`src/hdl/dwec_pkg.sv`:
```
// Shared types and constants for the dual wheel edge counter with lockout.
// No dependencies; imported by dwec_channel and the top level.
`default_nettype none

package dwec_pkg;

    localparam int unsigned DATA_W = 32;
    localparam int unsigned MEAN_W = 31;

    // Lockout window after reset, in timestamp ticks.
    localparam logic [DATA_W-1:0] LOCKOUT_RESET = 32'd14400;

    // Item kind carried on tuser.
    localparam logic KIND_EDGE  = 1'b0;
    localparam logic KIND_CLEAR = 1'b1;

    // Per-channel control for one item moving into the state stage.
    typedef struct packed {
        logic step;   // item transfers into the state stage this cycle
        logic clear;  // clear-all item
        logic edge_seen; // this channel flagged an edge
    } t_chan_ctl;

    // Per-channel state as seen after the latest update.
    typedef struct packed {
        logic [DATA_W-1:0] count;
        logic [DATA_W-1:0] glitches;
        logic [DATA_W-1:0] last_time;
    } t_chan_state;

endpackage : dwec_pkg

`default_nettype wire

```
`src/hdl/dwec_channel.sv`:
```
// One encoder channel: edge count, glitch count and last accepted edge time
// with the lockout compare. Depends on dwec_pkg.
`default_nettype none

module dwec_channel
    import dwec_pkg::*;
(
    input  wire logic              i_clk,
    input  wire logic              i_rst_n,
    input  wire t_chan_ctl         i_ctl,
    input  wire logic [DATA_W-1:0] i_now,
    input  wire logic [DATA_W-1:0] i_lockout,
    output t_chan_state            o_state
);

    logic [DATA_W-1:0] r_count, n_count;
    logic [DATA_W-1:0] r_glitches, n_glitches;
    logic [DATA_W-1:0] r_last, n_last;
    logic [DATA_W-1:0] gap;
    logic              reject;

    // modular gap, so a wrapped timestamp reads as a long gap
    assign gap    = i_now - r_last;
    assign reject = (gap < i_lockout);

    always_comb begin
        n_count    = r_count;
        n_glitches = r_glitches;
        n_last     = r_last;
        if (i_ctl.step) begin
            if (i_ctl.clear) begin
                n_count    = '0;
                n_glitches = '0;
                n_last     = i_now;
            end else if (i_ctl.edge_seen) begin
                if (reject) begin
                    n_glitches = r_glitches + DATA_W'(1);
                end else begin
                    n_count = r_count + DATA_W'(1);
                    n_last  = i_now;
                end
            end
        end
    end

    always_ff @(posedge i_clk) begin
        if (!i_rst_n) begin
            r_count    <= '0;
            r_glitches <= '0;
            r_last     <= '0;
        end else begin
            r_count    <= n_count;
            r_glitches <= n_glitches;
            r_last     <= n_last;
        end
    end

    assign o_state.count     = r_count;
    assign o_state.glitches  = r_glitches;
    assign o_state.last_time = r_last;

endmodule : dwec_channel

`default_nettype wire

```
`src/hdl/dual_wheel_edge_counter_lockout_core.sv`:
```
// Dual wheel edge counter with lockout deglitch, top level. Uses dwec_pkg, dwec_channel.
// Each item passes through the input register, the channel state registers and the output register.
// Throughput: one item per cycle unless the output stalls; per-channel compare-and-update is combinational.
// Three-entry pipeline absorbs output stalls; input tready drops only when all stages are full.
// Reset (i_rst_n, synchronous, active low): counts and last times zero, lockout 14400,
// pipeline empty.
`default_nettype none

module dual_wheel_edge_counter_lockout_core
    import dwec_pkg::*;
(
    input  wire logic              i_clk,
    input  wire logic              i_rst_n,

    // configuration: lockout_cycles
    input  wire logic              i_cfg_valid,
    output logic                   o_cfg_ready,
    input  wire logic [DATA_W-1:0] i_cfg_data,

    // input stream
    input  wire logic              s_axis_tvalid,
    output logic                   s_axis_tready,
    input  wire logic [39:0]       s_axis_tdata,  // edge_left, edge_right, timestamp[31:0], zero pad
    input  wire logic              s_axis_tuser,  // kind (0 edge/read, 1 clear)

    // result stream
    output logic                   m_axis_tvalid,
    input  wire logic              m_axis_tready,
    output logic [255:0]           m_axis_tdata   // left_count, right_count, mean_count[30:0],
                                                  // count_difference, left_glitches,
                                                  // right_glitches, left_idle_cycles,
                                                  // right_idle_cycles, one zero pad bit
);

    // ------------------------------------------------------------------
    // Configuration: always ready, the lockout register loads on transfer.
    // ------------------------------------------------------------------
    logic [DATA_W-1:0] r_lockout;

    assign o_cfg_ready = 1'b1;

    always_ff @(posedge i_clk) begin
        if (!i_rst_n) begin
            r_lockout <= LOCKOUT_RESET;
        end else if (i_cfg_valid) begin
            r_lockout <= i_cfg_data;
        end
    end

    // ------------------------------------------------------------------
    // Pipeline enables. Each stage loads when it is empty or its content
    // moves on in the same cycle.
    // ------------------------------------------------------------------
    logic r_s1_valid, r_s2_valid, r_out_valid;
    logic en1, en2, en3;

    assign en3 = !r_out_valid || m_axis_tready;
    assign en2 = !r_s2_valid || en3;
    assign en1 = !r_s1_valid || en2;

    assign s_axis_tready = en1;

    // ------------------------------------------------------------------
    // Stage 1: input register
    // ------------------------------------------------------------------
    logic              r_s1_kind;
    logic              r_s1_left;
    logic              r_s1_right;
    logic [DATA_W-1:0] r_s1_now;

    always_ff @(posedge i_clk) begin
        if (!i_rst_n) begin
            r_s1_valid <= 1'b0;
        end else if (en1) begin
            r_s1_valid <= s_axis_tvalid;
        end
    end

    always_ff @(posedge i_clk) begin
        if (en1 && s_axis_tvalid) begin
            r_s1_kind  <= s_axis_tuser;
            r_s1_left  <= s_axis_tdata[0];
            r_s1_right <= s_axis_tdata[1];
            r_s1_now   <= s_axis_tdata[33:2];
        end
    end

    // ------------------------------------------------------------------
    // Stage 2: channel state. The state registers change only when an item
    // moves into this stage, so they hold this stage's snapshot as long as
    // it waits; only the timestamp needs a register of its own.
    // ------------------------------------------------------------------
    logic        step;
    logic        clear;
    t_chan_ctl   left_ctl, right_ctl;
    t_chan_state left_st, right_st;
    logic [DATA_W-1:0] r_s2_now;

    assign step  = r_s1_valid && en2;
    assign clear = (r_s1_kind == KIND_CLEAR);

    assign left_ctl  = '{step: step, clear: clear, edge_seen: r_s1_left};
    assign right_ctl = '{step: step, clear: clear, edge_seen: r_s1_right};

    dwec_channel u_left (
        .i_clk     (i_clk),
        .i_rst_n   (i_rst_n),
        .i_ctl     (left_ctl),
        .i_now     (r_s1_now),
        .i_lockout (r_lockout),
        .o_state   (left_st)
    );

    dwec_channel u_right (
        .i_clk     (i_clk),
        .i_rst_n   (i_rst_n),
        .i_ctl     (right_ctl),
        .i_now     (r_s1_now),
        .i_lockout (r_lockout),
        .o_state   (right_st)
    );

    always_ff @(posedge i_clk) begin
        if (!i_rst_n) begin
            r_s2_valid <= 1'b0;
        end else if (en2) begin
            r_s2_valid <= r_s1_valid;
        end
    end

    always_ff @(posedge i_clk) begin
        if (step) begin
            r_s2_now <= r_s1_now;
        end
    end

    // ------------------------------------------------------------------
    // Stage 3: derived fields and the output register
    // ------------------------------------------------------------------
    logic [DATA_W-1:0] sum_rnd;
    logic [MEAN_W-1:0] mean;
    logic [DATA_W-1:0] diff;
    logic [DATA_W-1:0] left_idle, right_idle;
    logic [255:0]      n_out_data;
    logic [255:0]      r_out_data;

    assign sum_rnd    = left_st.count + right_st.count + 32'd1;  // wraps at 32 bits
    assign mean       = sum_rnd[DATA_W-1:1];
    assign diff       = left_st.count - right_st.count;
    assign left_idle  = r_s2_now - left_st.last_time;
    assign right_idle = r_s2_now - right_st.last_time;

    assign n_out_data = {1'b0, right_idle, left_idle, right_st.glitches, left_st.glitches,
                         diff, mean, right_st.count, left_st.count};

    always_ff @(posedge i_clk) begin
        if (!i_rst_n) begin
            r_out_valid <= 1'b0;
        end else if (en3) begin
            r_out_valid <= r_s2_valid;
        end
    end

    always_ff @(posedge i_clk) begin
        if (en3 && r_s2_valid) begin
            r_out_data <= n_out_data;
        end
    end

    assign m_axis_tvalid = r_out_valid;
    assign m_axis_tdata  = r_out_data;

    // ------------------------------------------------------------------
    // Assertions
    // ------------------------------------------------------------------

    // a clear leaves both channels zeroed with a common last time
    a_clear_zeroes: assert property (@(posedge i_clk) disable iff (!i_rst_n)
        (i_rst_n && step && clear) |=>
            (left_st.count == '0 && right_st.count == '0 &&
             left_st.glitches == '0 && right_st.glitches == '0 &&
             left_st.last_time == right_st.last_time))
        else $error("clear did not reset channel state");

    // channel state only moves when an item enters the state stage
    a_state_hold: assert property (@(posedge i_clk) disable iff (!i_rst_n)
        (i_rst_n && !step) |=>
            ($stable(left_st) && $stable(right_st)))
        else $error("channel state changed without an item");

    // a flagged left edge bumps exactly one of count and glitch count
    a_left_one_bump: assert property (@(posedge i_clk) disable iff (!i_rst_n)
        (i_rst_n && step && !clear && r_s1_left) |=>
            ((left_st.count != $past(left_st.count)) !=
             (left_st.glitches != $past(left_st.glitches))))
        else $error("left edge updated both or neither counter");

endmodule : dual_wheel_edge_counter_lockout_core

`default_nettype wire

```
`config.mk`:
```
export PLATFORM = sky130hd
export DESIGN_NAME = dual_wheel_edge_counter_lockout_core
export DESIGN_NICKNAME = d
export VERILOG_FILES = /design/src/hdl/dwec_pkg.sv /design/src/hdl/dwec_channel.sv /design/src/hdl/dual_wheel_edge_counter_lockout_core.sv
export SDC_FILE = /design/constraint.sdc
export NUM_CORES = 1
export LEC_CHECK = 0
export BUFFER_PORTS_ARGS = -buffer_cell sky130_fd_sc_hd__buf_2
export CORE_MARGIN = 5
export CORE_UTILIZATION = 40
export DETAILED_ROUTE_END_ITERATION = 8
export PLACE_DENSITY = 0.59
export SYNTH_ARGS = -nofsm -noshare
export SYNTH_HDL_FRONTEND = slang
export SYNTH_SLANG_ARGS = --single-unit
```
`constraint.sdc`:
```
create_clock -name i_clk -period 15.9 [get_ports i_clk]
set_clock_uncertainty 0.05 [all_clocks]
set_input_delay 3.18 -clock i_clk [delete_from_list [all_inputs] [get_ports i_clk]]
set_output_delay 3.18 -clock i_clk [all_outputs]
set_load 0.1 [all_outputs]
```
==> qor.txt, run 1 <==
Worst VDD drop: 0.0846 mV
Post-synth EDFFs: 322
Part of the Yosys area used for sequential elements: 46.9%
Outcome: completed
Setup slack after layout: 8.29 ns
Design Power: 3.88 mW
Crit end category: output port
Max-Cap Viols: 0
H-tree depth: 2
Die H: 285 um
HPWL after DPL: 64.8 mm
Internal power: 2.67 mW
Area fraction of the dominant cell type after synthesis: 31.9%
CTS root buf: clkbuf_16
Worst path arrival time: 4.38 ns
Finished Layout Cells: 4,403
Hold Buf Count CTS: 0
# port buffers: 328
Relative max-transition margin: 13.7%
Cell count after synthesis: 3,057
GRT overflow: 0
CTS sink cnt: 549
Sw Share: 31.3%
DIE WIDTH: 285 um
WHS: 0.402 ns
GRT Util Overall: 20.4%
Setup TNS: 0 ns
DR iter-0 viols: 1,462
Vias per Instance: 5.44
Reg clk slew, reported paths: 0.06 ns
Sequential cell area: 0.0142 sq mm
Cell area power density: 111 mW/mm^2
Initial Util: 40.1%
Post-layout util: 46.4%
Final Hold Violating Endpoints: 0
Most common cell after layout, fill and taps aside: buf_2
Place WS: 8.30 ns
Routed vias: 24,000
Maximum clock rate: 0.131 GHz
Vias in the first global route: 23,000
Sw Pwr: 1.22 mW
Core Box Area: 0.0756 sq mm
Cells after DPL: 4,285
Synthesized cell area: 0.0303 sq mm
Largest net degree at the start of global routing: 180
Comb power frac: 21.5%
Post-CTS Resized: 0
Fin area: 0.0350 sq mm
DRC: 0
Multi-input gate area: 0.0150 sq mm
Wirelength, routed: 86.6 mm
Post-CTS Setup Bufs: 0
Row count: 101
Tightest Hold Check Type: flip-flop to flip-flop
Routed Antenna Nets: 0
Final setup fails: 0
Final Max Slew Viols: 0
Synth async-reset ratio: 0%
Synth Register Bits: 549
Clk pwr share: 37.3%
Dpl cell area: 0.0330 sq mm
Clock buffer depth: 3
Nets@finish: 3,706
Io pins: 337
Reg power frac: 41.2%
RSZ-0062 raised after global routing: false
Die ar.: 0.0813 sq mm
Initial antenna violation count: 4
Crit path max fanout: 6
Final period util: 47.8%
TritonCTS buffer count: 61
Synth warn: 0
Post-synthesis area per instance: 9.91 sq um
Post-synth net total: 3,393
Worst-Skew Late Latency: 0.64 ns
CP startpoint kind: input pin
CP required: 12.67 ns
Crit path time final: 7.61 ns
CTS tree: built
Fillers: 7,181
Layout cells sized above 1: 14.2%
WS Path Type: input pin to output port
Main area contributors after synthesis: edfxtp_1 32%, dfxtp_1 15%, ha_1 10%
Synth-to-layout area growth: 15.6%
Final Wtd Congestion: 0.878
Drt pass-1 iters: 7
Routed length per instance: 19.7 um
Yosys top cell by area: edfxtp_1
Most frequent cells in the layout: 328 x buf_2, 322 x edfxtp_1, 289 x nand2_1
Leakage Power: 13.4 nW
Cell variety after synth: 81
First-pass GRT wire length: 132 mm
Primary FF master, synth: edfxtp_1
Worst slew pin tran: 1.29 ns
==> layer usage <==
| layer | routed length, um | GRT usage, % |
|---|---|---|
| met1 | 37300 | 26.1 |
| met2 | 41400 | 35.0 |
| met3 | 4890 | 3.36 |
| met4 | 3030 | 6.83 |
| met5 | 7 | 0 |
==> power groups by stage <==
stage                     logic (mW)  registers (mW)  clock network, mW
final                          0.834            1.60               1.45
after global routing           0.912            1.61               1.55
after global placement         0.829            1.63                  0
after detailed placement       0.833            1.63                  0
after floorplan                0.465            1.80                  0
after CTS                      0.838            1.60               1.49
==> layout make-up <==
type,instances,area share (%)
multi-input cells,2216,42.8
clock inverters,45,1.44
flip-flops and latches,549,40.6
repair buffers,347,5.13
clock buffers,71,4.46
inverters,195,2.10
well taps,978,3.49
diodes,2,0.0143
==> Yosys cell counts, types with 57 or more instances <==
cell type and n:
a21o_1 122, edfxtp_1 322, dfxtp_1 227, nand2_1 291, nor2_1 203, xnor2_1 123, inv_1 190, a21oi_1 286
ha_1 252, clkbuf_1 70, o21ai_0 111, xor2_1 57, nand3_1 79
==> cells by family (layout without fill, tap and decap cells) <==
family | after synthesis | in the layout | share of synthesized area [%]
fa+ha+maj | 258 | 258 | 10.8
simple gates | 897 | 897 | 14.3
other cells | 2 | 4 | 0.0248
mux | 39 | 39 | 1.29
buf+inv | 292 | 658 | 3.71
xor+xnor | 180 | 180 | 5.20
flops | 549 | 549 | 46.9
compound gates | 840 | 840 | 17.8
==> final timing paths <==
kind         cells past startpoint                            start  slack [ns]                                   to
max                              4                    m_axis_tready        8.29                        s_axis_tready
min                              2  u_right.r_last[11]$_SDFFE_PN0P_        0.40      u_right.r_last[11]$_SDFFE_PN0P_
max reg2reg                     19            r_s1_now[1]$_DFFE_PP_        8.73  u_right.r_glitches[14]$_SDFFE_PN0P_
min reg2reg                      2  u_right.r_last[11]$_SDFFE_PN0P_        0.40      u_right.r_last[11]$_SDFFE_PN0P_
==> sequential cells by signal (all words and copies together) (netlist names), 32 cells and up <==
name	flops
m_axis_tdata	255
r_lockout	32
r_s1_now	32
r_s2_now	32
u_left.r_count	32
u_left.r_glitches	32
u_left.r_last	32
u_right.r_count	32
u_right.r_glitches	32
u_right.r_last	32
==> critical path, cell delays in order <==
cell     delay [ns]
buf_2          0.14
nor2b_1        0.50
nand3_1        0.18
buf_2          0.35
Note: power is estimated with default switching activity, not from simulation.
==> run 2: changes to the inputs <==
Clock period 15.9 ns to 6.15 ns, I/O delays scaled along.
==> run 2 against run 1 <==
Hold slack about the same; total power rose to 2.6 times the previous value; clock power rose to 2.6 times the previous value; count of clock-buffer cells in the layout up 8; global-route usage up 0.27 points.
==> qor.txt, run 2 (same netlist as run 1, synthesis figures left out) <==
Outcome: completed
Vias in the first global route: 23,300 (+1.1%)
First-pass GRT wire length: 134 mm (+1.3%)
CP startpoint kind: flip-flop
Setup TNS: 0 ns (unchanged)
CP max-delay cell: edfxtp_1
DR iter-0 viols: 1,527 (+4.4%)
Largest register FFs: 255 (unchanged)
Most common cell after layout, fill and taps aside: buf_2
Io pins: 337 (unchanged)
Reg clk slew, reported paths: 0.06 ns (about the same)
Nets@finish: 3,737 (+0.84%)
Worst slew pin tran: 1.09 ns (-0.208 ns)
Synth-to-layout area growth: 16.8%
CTS sink cnt: 549 (unchanged)
Max-Cap Viols: 0 (unchanged)
Hold Path Origin: u_left.r_last[24]$_SDFFE_PN0P_
Final Hold Violating Endpoints: 0 (unchanged)
Drt pass-1 iters: 5 (-2)
Wirelength, routed: 87.0 mm (+0.47%)
Layout cells sized above 1: 15.2% (+0.98 points)
Vias per Instance: 5.46 (+0.21%)
Worst-Skew Late Latency: 0.65 ns (about the same)
Final setup fails: 0 (unchanged)
Routed vias: 24,200 (+0.85%)
Routed Antenna Nets: 0 (unchanged)
Core Box Area: 0.0756 sq mm (unchanged)
Tightest Hold Check Type: flip-flop to flip-flop
Initial antenna violation count: 2 (-2)
Most frequent cells in the layout: 328 x buf_2, 322 x edfxtp_1, 289 x nand2_1
CTS tree: built
Largest net degree at the start of global routing: 124 (-31%)
HPWL after DPL: 66.3 mm (+2.4%)
GRT Util Overall: 20.6% (+0.27 points)
TritonCTS buffer count: 60 (-1.6%)
Post-CTS Resized: 0 (unchanged)
Post-CTS Setup Bufs: 0 (unchanged)
CP max stage delay: 0.49 ns (about the same)
Crit path launch: r_s1_now[13]$_DFFE_PP_
Crit path max fanout: 11 (+5)
Final Max Slew Viols: 0 (unchanged)
Post-layout util: 46.8% (+0.47 points)
WS Path Type: flip-flop to flip-flop
RR Startpoint: r_s1_now[13]$_DFFE_PP_
Crit end category: flip-flop
Routed length per instance: 19.6 um (-0.17%)
Cell area power density: 287 mW/mm^2 (+160%)
Leakage Power: 13.7 nW (+1.6%)
Final Wtd Congestion: 0.894 (+1.8%)
Hold Buf Count CTS: 0 (unchanged)
CTS root buf: clkbuf_16
H-tree depth: 2 (unchanged)
Clock buffer depth: 3 (unchanged)
CP required: 6.68 ns (-5.99 ns)
GRT overflow: 0 (unchanged)
Crit path time final: 5.73 ns
Worst VDD drop: 0.286 mV (+240%)
DIE WIDTH: 285 um (unchanged)
RSZ-0062 raised after global routing: false
Antenna diodes: 0 (-2)
Relative max-transition margin: 26.8% (+13 points)
Maximum clock rate: 0.175 GHz
Die ar.: 0.0813 sq mm (unchanged)
Row count: 101 (unchanged)
CP Cell Sequence: ha_1 > nand3_1 > nand2b_1 > nor3_1 > o2111ai_1 > a41oi_1 > a31oi_1 > nor3b_1 > o41ai_1 > xnor2_1 > ha_1 > a21o_1 > a21o_1 > a211oi_1 > buf_4 > o211a_1 > o21ai_1 > buf_4 > or3_1 > a21oi_1
DRC: 0 (unchanged)
Fillers: 7,204 (+0.32%)
# port buffers: 328 (unchanged)
Die H: 285 um (unchanged)
Worst path arrival time: 6.26 ns (+1.88 ns)
Initial Util: 40.1% (unchanged)
Final period util: 93.1%
[run 2: cell types whose count changed in the layout (fill, tap and decap cells not counted), sizes merged]
cell	before	now
buf	347	379
bufinv	8	6
clkinv	23	16
diode	2	0
inv	202	201
clkbuf	71	79
[run 2: worst max-delay path: cells and delay by family (launching register included)]
kind / cells / cell delay [ns]
buffers and inverters: 2 / 0.46
AO/OA/AOI/OAI: 10 / 2.29
adder cells (fa/ha/maj): 2 / 0.75
AND/OR/NAND/NOR: 5 / 1.39
XOR/XNOR: 1 / 0.21
flip-flops: 1 / 0.49
[run 2: where the power goes]
part	total [mW]	internal [mW]	switching, mW
Combinational	2.22	0.720	1.50
Sequential	4.14	4.05	0.0854
Clock	3.81	2.21	1.59
[run 2: final cells by class]
cell class / count / area [sq um] / area share, %
multi-input cells: 2216 / 15000 / 42.4
flip-flops and latches: 549 / 14200 / 40.2
repair buffers: 379 / 2110 / 5.97
clock buffers: 79 / 1690 / 4.77
well taps: 978 / 1220 / 3.46
inverters: 195 / 734 / 2.08
clock inverters: 35 / 424 / 1.20
[run 2: stage by stage]
step                      hold WS (ns)  worst slack [ns]  instance area (sq um)  cells  total power [mW]
after floorplan                  0.382             0.538                  30300   3057              5.85
after global placement           0.391             0.436                  33300   4317              6.42
after detailed placement         0.396             0.392                  33300   4317              6.44
after CTS                        0.404             0.374                  35400   4431              10.3
after global routing             0.417           0.00469                  35400   4431              10.6
final                            0.402             0.425                  35400   4431              10.2
[run 2: path summary, 6_finish.rpt]
kind	endpoint	depth (start not counted)	slack, ns
worst min-delay path	u_left.r_last[24]$_SDFFE_PN0P_	2	0.40
worst max-delay path	u_left.r_glitches[28]$_SDFFE_PN0P_	20	0.42
worst min register to register	u_left.r_last[24]$_SDFFE_PN0P_	2	0.40
worst max register to register	u_left.r_glitches[28]$_SDFFE_PN0P_	20	0.42
[run 2: per-layer routing]
layer,vias up,global-route usage [%],part of all wire (%)
met2,650,34.8,47
met4,2,8.22,4.4
met5,-,0,0.013
met3,180,2.89,4.9
li1,11900,-,-
met1,11400,26.8,43
